## config.mk

```make
export PLATFORM = sky130hd
export DESIGN_NAME = cfae_part
export DESIGN_NICKNAME = d
export VERILOG_FILES = /design/src/rtl/cfae_pkg.sv /design/src/rtl/cfae_part.sv
export SDC_FILE = /design/constraint.sdc
export NUM_CORES = 2
export LEC_CHECK = 0
export ABC_AREA = 0
export BUFFER_PORTS_ARGS = -buffer_cell sky130_fd_sc_hd__buf_4
export CORE_MARGIN = 2
export CORE_UTILIZATION = 30
export CTS_BUF_LIST = sky130_fd_sc_hd__clkbuf_4 sky130_fd_sc_hd__clkbuf_8 sky130_fd_sc_hd__clkbuf_16
export CTS_CLUSTER_SIZE = 24
export DETAILED_ROUTE_END_ITERATION = 8
export GPL_TIMING_DRIVEN = 0
export PLACE_DENSITY = 0.43
export SLEW_MARGIN = 20
export SYNTH_ARGS = -nofsm -noshare
export SYNTH_HDL_FRONTEND = slang
export SYNTH_SLANG_ARGS = --single-unit
```

## constraint.sdc

```tcl
create_clock -name clk -period 9.8 [get_ports clk]
set_input_delay 1.96 -clock clk [delete_from_list [all_inputs] [get_ports clk]]
set_output_delay 1.96 -clock clk [all_outputs]
set_load 0.03 [all_outputs]
```

## src/rtl/cfae_pkg.sv

```systemverilog
// Shared constants and types for the complex float approximate-equal comparator.
// No dependencies; used by cfae_part and complex_float_approx_equal.
`default_nettype none
package cfae_pkg;

    localparam int NSTG = 5;                       // pipeline register stages

    // 1E-6 as a double: significand C with value C * 2^-72.
    localparam logic [52:0] TOL_MANT = 53'h10C6F7A0B5ED8D;
    localparam logic [31:0] TOL_LO   = TOL_MANT[31:0];
    localparam logic [20:0] TOL_HI   = TOL_MANT[52:32];

    typedef logic signed [9:0] exp_t;              // unbiased binary exponent
    typedef logic [NSTG-1:0]   stg_en_t;           // per-stage load enables

endpackage
`default_nettype wire

```

## src/rtl/cfae_part.sv

```systemverilog
// One part (real or imaginary) of the approximate compare: five-stage pipeline.
// Depends on cfae_pkg.
`default_nettype none
module cfae_part
    import cfae_pkg::*;
(
    input  wire logic        clk,
    input  wire stg_en_t     en,
    input  wire logic [31:0] a,
    input  wire logic [31:0] b,
    output logic             match
);

    // ---------------- stage 1: classify, order by magnitude ----------------
    logic        a_nan, b_nan, a_inf, b_inf, a_zero, b_zero;
    logic        spec_c, smatch_c, a_ge;
    logic [31:0] lg, sm;
    logic [7:0]  el_c, es_c;

    always_comb
    begin
        a_nan  = a[30:0] > 31'h7F800000;
        b_nan  = b[30:0] > 31'h7F800000;
        a_inf  = a[30:0] == 31'h7F800000;
        b_inf  = b[30:0] == 31'h7F800000;
        a_zero = a[30:0] == 31'd0;
        b_zero = b[30:0] == 31'd0;
        spec_c = a_nan | b_nan | a_inf | b_inf | a_zero | b_zero;
        if (a_nan || b_nan)
            smatch_c = a_nan & b_nan;
        else if (a_inf || b_inf)
            smatch_c = a_inf & b_inf & (a[31] == b[31]);
        else
            smatch_c = a_zero & b_zero & (a[31] == b[31]);
        a_ge = a[30:0] >= b[30:0];
        lg   = a_ge ? a : b;
        sm   = a_ge ? b : a;
        el_c = (lg[30:23] == 8'd0) ? 8'd1 : lg[30:23];
        es_c = (sm[30:23] == 8'd0) ? 8'd1 : sm[30:23];
    end

    logic        s1_spec_reg, s1_smatch_reg, s1_sub_reg;
    logic [7:0]  s1_el_reg, s1_sh_reg;
    logic [23:0] s1_ml_reg, s1_ms_reg;

    always_ff @(posedge clk)
    begin
        if (en[0])
        begin
            s1_spec_reg   <= spec_c;
            s1_smatch_reg <= smatch_c;
            s1_sub_reg    <= a[31] == b[31];     // a - b subtracts magnitudes
            s1_el_reg     <= el_c;
            s1_sh_reg     <= el_c - es_c;
            s1_ml_reg     <= {lg[30:23] != 8'd0, lg[22:0]};
            s1_ms_reg     <= {sm[30:23] != 8'd0, sm[22:0]};
        end
    end

    // ---------------- stage 2: align, add or subtract; normalize the larger value
    logic [26:0] ms_ext, ms_sh, lost;
    logic [26:0] aligned;
    logic [27:0] r_c;
    logic [4:0]  lzm;
    logic [23:0] nm_c;
    exp_t        km_c;

    always_comb
    begin
        ms_ext = {s1_ms_reg, 3'b000};
        if (s1_sh_reg >= 8'd27)
        begin
            ms_sh = 27'd0;
            lost  = ms_ext;
        end
        else
        begin
            ms_sh = ms_ext >> s1_sh_reg;
            lost  = ms_ext & ~({27{1'b1}} << s1_sh_reg);
        end
        aligned = {ms_sh[26:1], ms_sh[0] | (|lost)};
        if (s1_sub_reg)
            r_c = {1'b0, s1_ml_reg, 3'b000} - {1'b0, aligned};
        else
            r_c = {1'b0, s1_ml_reg, 3'b000} + {1'b0, aligned};
        lzm = 5'd0;
        for (int i = 0; i < 24; i++)
        begin
            if (s1_ml_reg[i])
                lzm = 5'(23 - i);
        end
        nm_c = s1_ml_reg << lzm;
        km_c = $signed({2'b00, s1_el_reg}) - 10'sd150 - $signed({5'b00000, lzm});
    end

    logic        s2_spec_reg, s2_smatch_reg;
    logic [7:0]  s2_el_reg;
    logic [27:0] s2_r_reg;
    logic [23:0] s2_nm_reg;
    exp_t        s2_km_reg;

    always_ff @(posedge clk)
    begin
        if (en[1])
        begin
            s2_spec_reg   <= s1_spec_reg;
            s2_smatch_reg <= s1_smatch_reg;
            s2_el_reg     <= s1_el_reg;
            s2_r_reg      <= r_c;
            s2_nm_reg     <= nm_c;
            s2_km_reg     <= km_c;
        end
    end

    // ---------------- stage 3: normalize difference; partial products -------
    logic [4:0]  lz;
    logic [27:0] rn_c;

    always_comb
    begin
        lz = 5'd0;
        for (int i = 0; i < 28; i++)
        begin
            if (s2_r_reg[i])
                lz = 5'(27 - i);
        end
        rn_c = s2_r_reg << lz;
    end

    logic        s3_spec_reg, s3_smatch_reg, s3_rzero_reg;
    logic [7:0]  s3_el_reg;
    logic [27:0] s3_rn_reg;
    logic [4:0]  s3_lz_reg;
    logic [55:0] s3_pplo_reg;
    logic [44:0] s3_pphi_reg;
    exp_t        s3_km_reg;

    always_ff @(posedge clk)
    begin
        if (en[2])
        begin
            s3_spec_reg   <= s2_spec_reg;
            s3_smatch_reg <= s2_smatch_reg;
            s3_rzero_reg  <= s2_r_reg == 28'd0;
            s3_el_reg     <= s2_el_reg;
            s3_rn_reg     <= rn_c;
            s3_lz_reg     <= lz;
            s3_pplo_reg   <= {32'd0, s2_nm_reg} * {24'd0, TOL_LO};
            s3_pphi_reg   <= {21'd0, s2_nm_reg} * {24'd0, TOL_HI};
            s3_km_reg     <= s2_km_reg;
        end
    end

    // ---------------- stage 4: round difference to single; sum product ------
    logic [24:0] rsum;
    logic        rup;
    logic [23:0] nd_c;
    exp_t        kd_c;
    logic [76:0] q, qn_c;
    exp_t        eq_c;

    always_comb
    begin
        rup  = s3_rn_reg[3] & ((|s3_rn_reg[2:0]) | s3_rn_reg[4]);
        rsum = {1'b0, s3_rn_reg[27:4]} + {24'd0, rup};
        nd_c = rsum[24] ? 24'h800000 : rsum[23:0];
        kd_c = $signed({2'b00, s3_el_reg}) - 10'sd149 - $signed({5'b00000, s3_lz_reg})
             + $signed({9'd0, rsum[24]});
        q    = {s3_pphi_reg, 32'd0} + {21'd0, s3_pplo_reg};
        qn_c = q[76] ? q : (q << 1);
        eq_c = q[76] ? (s3_km_reg - 10'sd72) : (s3_km_reg - 10'sd73);
    end

    logic        s4_spec_reg, s4_smatch_reg, s4_rzero_reg, s4_ovf_reg;
    logic [23:0] s4_nd_reg;
    exp_t        s4_kd_reg, s4_eq_reg;
    logic [76:0] s4_qn_reg;

    always_ff @(posedge clk)
    begin
        if (en[3])
        begin
            s4_spec_reg   <= s3_spec_reg;
            s4_smatch_reg <= s3_smatch_reg;
            s4_rzero_reg  <= s3_rzero_reg;
            s4_ovf_reg    <= kd_c > 10'sd104;     // rounded to infinity
            s4_nd_reg     <= nd_c;
            s4_kd_reg     <= kd_c;
            s4_qn_reg     <= qn_c;
            s4_eq_reg     <= eq_c;
        end
    end

    // ---------------- stage 5: compare tol*max against |d| + half double ulp -
    // |d| < round64(tol*max) exactly when tol*max > |d| + ulp64(|d|)/2.
    logic [76:0] dn;
    exp_t        ed;
    logic        gt, match_c;

    always_comb
    begin
        dn = {s4_nd_reg, 29'd0, 1'b1, 23'd0};
        ed = s4_kd_reg - 10'sd53;
        gt = (s4_eq_reg > ed) || ((s4_eq_reg == ed) && (s4_qn_reg > dn));
        if (s4_spec_reg)
            match_c = s4_smatch_reg;
        else if (s4_rzero_reg)
            match_c = 1'b1;
        else if (s4_ovf_reg)
            match_c = 1'b0;
        else
            match_c = gt;
    end

    logic match_reg;

    always_ff @(posedge clk)
    begin
        if (en[4])
            match_reg <= match_c;
    end

    assign match = match_reg;

endmodule
`default_nettype wire

```

; Yosys cells after proc, flatten, opt, wreduce, memory -nomap -nowiden
; Index checks and enable logic that the tools add are counted.
[classes]
mul = 2
mux = 66
eq_ne = 4
order_cmp = 7
bitwise = 15
n_shift = 4
n_addsub = 13
n_reduce_logical = 13
[ops]
columns = op, n
row1 = two-way mux 5 bit, 52
row2 = adder 77 x 56 -> 77 bit, 1
row3 = greater-than comparator 77 bit, 1
row4 = two-way mux 76 bit, 1
row5 = "equality test 31 bit, second input constant", 2
row6 = "greater-than comparator 31 bit, second input constant", 2
row7 = logical NOT 31 bit, 2
row8 = two-way mux 31 bit, 2
row9 = "multiplier 24 x 32 -> 56 bit, second input constant", 1
row10 = two-way mux 27 bit, 2
row11 = "multiplier 24 x 21 -> 45 bit, second input constant", 1
row12 = >= comparator 31 bit, 1
row13 = adder 27 x 27 -> 28 bit, 1
row14 = logical NOT 28 bit, 1
row15 = two-way mux 28 bit, 1
row16 = << shifter 28 x 5 -> 28 bit, 1
row17 = subtractor 27 x 27 -> 28 bit, 1
row18 = bitwise AND 27 bit, 1
row19 = NOT 27 bit, 1
row20 = OR reduction 27 bit, 1
row21 = "<< shifter 27 x 8 -> 27 bit, first input constant", 1
row22 = right shift 27 x 8 -> 27 bit, 1
row23 = adder 24 x 1 -> 25 bit, 1
row24 = << shifter 24 x 5 -> 24 bit, 1
row25 = other kinds (21), 44
[word_totals]
out_inout_bits = 1
in_bits = 70
register_bits = 420

; Longest topological paths before layout
[logic_depth]
word_depth = 29
depth_mapped = 29
ltp_nobuf = 28

; Worst setup path after synthesis
; OpenSTA, ideal clock, no wires.
[synth_path]
path_type = register to register
startpoint = register s2_nm_reg[4]
endpoint = register s3_pplo_reg[49] (data pin)
setup_slack_ns = 2.659
setup_ns = 0.259
n_path_buf = 0
required_ns = 9.541
path_stages_with_launch = 29
t_arrival_ns = 6.882
cell_sequence = edfxtp_1 -> inv_1 -> ha_1 -> inv_1 -> fa_1 -> inv_1 -> fa_1 -> inv_1 -> fa_1 -> inv_1 -> fa_1 -> inv_1 -> fa_1 -> inv_1 -> fa_1 -> inv_1 -> ha_1 -> a21oi_1 -> o21ai_0 -> a32oi_1 -> nand2_1 -> a21oi_1 -> a21oi_1 -> a311o_1 -> a21oi_1 -> o21ai_0 -> a21o_1 -> a21oi_1 -> xnor2_1
[synth_between]
elab_chain_len = 1
[synth_lines]
columns = element, line_no
row1 = "start, declared", cfae_part.sv:99  ; logic [23:0] s2_nm_reg;
row2 = "start signal, assigned", cfae_part.sv:110  ; s2_nm_reg <= nm_c;
row3 = multiplier 24 x 32 -> 56 bit, cfae_part.sv:148  ; s3_pplo_reg <= {32'd0, s2_nm_reg} * {24'd0, TOL_LO};
row4 = "end signal, assigned", cfae_part.sv:148
row5 = "end, declared", cfae_part.sv:134  ; logic [55:0] s3_pplo_reg;
; No other way between the ends.
; A chain may end at the register's enable or synchronous reset.

; Final worst setup path
[layout_path]
startpoint = register s2_nm_reg[13]
endpoint = register s3_pplo_reg[54] (data pin)
; The elaborated chain is that of the path after synthesis.

==> qor.txt <==
Number of buffers created by CTS -> 49
Vias per cell -> 4.89
Unrepaired setup endpoints after global routing -> no
Clk_skew -> 0.0477 ns
Chip width -> 405 um
Cells after synthesis -> 4805
GRT overflow -> 0
Yosys warns -> 0
Fin. Hold Viols -> 0
#FFs+latches synth -> 419
Adder-Cell Fraction of Synth Area -> 36.1%
TNS Setup -> 0 ns
H-tree depth -> 2
# hold bufs at CTS -> 0
Starting density of the core -> 30.1%
Design area -> 0.0532 sq mm
EDFF count, synth -> 419
Final nets -> 6104
Dominant cells by area after synthesis -> edfxtp_1 (26%), fa_1 (21%), ha_1 (16%)
XOR/XNOR Fraction of Synth Area -> 3.69%
DRC violations left -> 0
Cell mode on critical path -> fa_1
First-pass detailed-route iteration total -> 5
Worst-path cell chain -> inv_1, fa_1, inv_1, fa_1, fa_1, inv_1, fa_1, inv_1, fa_1, fa_1, inv_1, fa_1, inv_1, ha_1, nand2_1, nor3_1, o211ai_1, a211oi_1, o21ai_0, a211oi_1, a221oi_1, a21oi_1, nor2_1, xnor2_1
Largest net degree at the start of global routing -> 85
Crit Path Class -> flip-flop to flip-flop
Hold Crit Class -> flip-flop to flip-flop
Max reg flops -> 77
Status -> complete, no violations
Vias in the first global route -> 35000
Reg clk slew, reported paths -> 0.06 ns
DR vias -> 34500
Library cells used by synthesis -> 82
Worst path top cell family by delay -> adder cells
Post_cts resized -> 0
CTS tree -> yes
Synth Area in Simple Gates -> 9.77%
Max Fclk -> 0.107 GHz
DPL Wire Length -> 122 mm
Max-cap violations -> 0
Total Routed Length -> 146 mm
Sinks on Clock Net -> 419
Placed Instance Area -> 0.0514 sq mm
Max-slew violations -> 0
Routed Antenna Nets -> 0
Area Overhead vs Synth -> 10.4%
Synthesized area -> 0.0482 sq mm
Drt wl/cell -> 20.6 um
Sequential fraction of the synthesis area -> 26.1%
Dominant synthesized flop cell -> edfxtp_1
Commonest non-fill, non-tap cells in the layout -> inv_1 (922), ha_1 (600), fa_1 (494)
Total GRT Usage -> 17.9%
First-pass GRT wire length -> 221 mm
Critical Path AT -> 9.70 ns
Row count -> 147
# IOs -> 71
Syn Area/Cell -> 10.0 sq um
Crit path largest cell delay -> 1.05 ns
Worst-Skew Late Latency -> 0.65 ns
Root buffer cell -> clkbuf_16
Post-synth ARST share -> 0%
DIE AREA -> 0.164 sq mm
CP Buf/Inv Count -> 6
Most common cell after layout, fill and taps aside -> inv_1
Proportion of synthesized area in mux cells -> 5.23%
Core footprint -> 0.160 sq mm
Crit path launch type -> flip-flop
Slew of the pin with the lowest slew margin -> 1.20 ns
Syn Nets -> 5969
Largest family of logic cells by synthesized area -> adder cells
Crit-path slowest cell -> edfxtp_1
Port Buf Inserts -> 70
Final setup viols -> 0
Worst Path Max Fanout -> 12
Ratio of cells with drive above 1 in the final layout -> 5.54%
Compound-gate portion of the synthesized area -> 10.9%
DRT iter0 DRCs -> 2266
Initial antenna violation count -> 10
Critical Path End Type -> flip-flop
Worst-case clock buffer depth -> 3
GPL Wtd Cong -> 0.897
Worst EP required -> 10.16 ns
Final Critical Period -> 9.34 ns
Synth top area share -> 26.1%
Period utilization -> 95.3%
Die Ht -> 405 um
Leading area contributor after synthesis -> edfxtp_1
Max_slew headroom -> 19.9%
-- final cells by class --
| class | instances | area [sq um] |
|---|---|---|
| inverter | 926 | 3480 |
| sequential | 419 | 12600 |
| clock buffer | 57 | 1290 |
| tap | 2086 | 2610 |
| buffer | 112 | 445 |
| timing repair buffer | 84 | 737 |
| clock inverter | 32 | 354 |
| fill | 16500 | 107000 |
| antenna | 1 | 2.50 |
| multi-input combinational | 3348 | 31700 |
-- cell families (layout without fill, tap and decap cells) --
logic type      Yosys count  in the layout
buf+inv                1038           1211
other cells               0              1
compound gates          818            818
fa+ha+maj              1095           1095
xor+xnor                203            203
simple gates           1004           1004
mux                     228            228
flops                   419            419
-- cells in the mapped netlist (all sizes together) (9+ instances only) --
cell type    n
o21bai      34
a211oi      35
nand3       64
a21oi      232
xor2        67
edfxtp     419
nand4       36
a21o        92
fa         494
a31oi       24
or3         17
nor3        63
mux4        13
o211ai      17
a31o        10
nand2b      41
o22ai       12
nand2      348
a221oi      10
o21ai      184
nor2       249
inv        924
mux2        58
xnor2      136
or2          9
o31a        11
a211o        9
o21a        37
o221ai      10
nor4        40
buf         27
mux2i      157
nor2b       46
o31ai       17
or4         18
clkbuf      85
and4         9
ha         600
and3        31
and2        21
-- worst reg2reg max path: cells and delay by family (launching register included) --
| family | cells | cell delay (ns) |
|---|---|---|
| fa+ha+maj | 8 | 4.08 |
| compound gates | 6 | 2.03 |
| buf+inv | 6 | 1.06 |
| flops | 1 | 1.05 |
| simple gates | 3 | 0.70 |
| xor+xnor | 1 | 0.11 |
-- worst paths after layout --
kind | slack [ns] | depth (start not counted) | from | to
setup / recovery | 0.46 | 24 | s2_nm_reg[13] | s3_pplo_reg[54]
hold / removal | 0.41 | 0 | s2_km_reg[1] | s3_km_reg[1]
setup reg to reg | 0.46 | 24 | s2_nm_reg[13] | s3_pplo_reg[54]
hold reg to reg | 0.41 | 0 | s2_km_reg[1] | s3_km_reg[1]
-- through the flow --
stage	worst slack [ns]	std cells	utilization, %	hold WS, ns
after floorplan	2.66	4805	-	0.400
after global placement	0.333	6961	32.1	0.401
after detailed placement	0.346	6965	32.1	0.405
after CTS	0.258	7054	33.2	0.409
after global routing	0.0314	7064	33.2	0.422
final	0.460	7065	33.2	0.414
-- timing repair --
action	4_1_cts	5_1_grt
endpoints found under the hold margin	0	0
setup buffers	0	8
setup endpoints to repair	0	1
-- layer usage --
metal  up-vias  part of all wire, %  track usage (%)
li1      16600                    -                -
met1     17000                   50             27.0
met2       748                   43             27.1
met3       144                  4.5             2.25
met4         0                  2.2             4.10
met5         -                    0                0
Power is left out: the tool's default activity adds up to more than one toggle a clock period on the data nets, which glitch-free logic cannot reach.
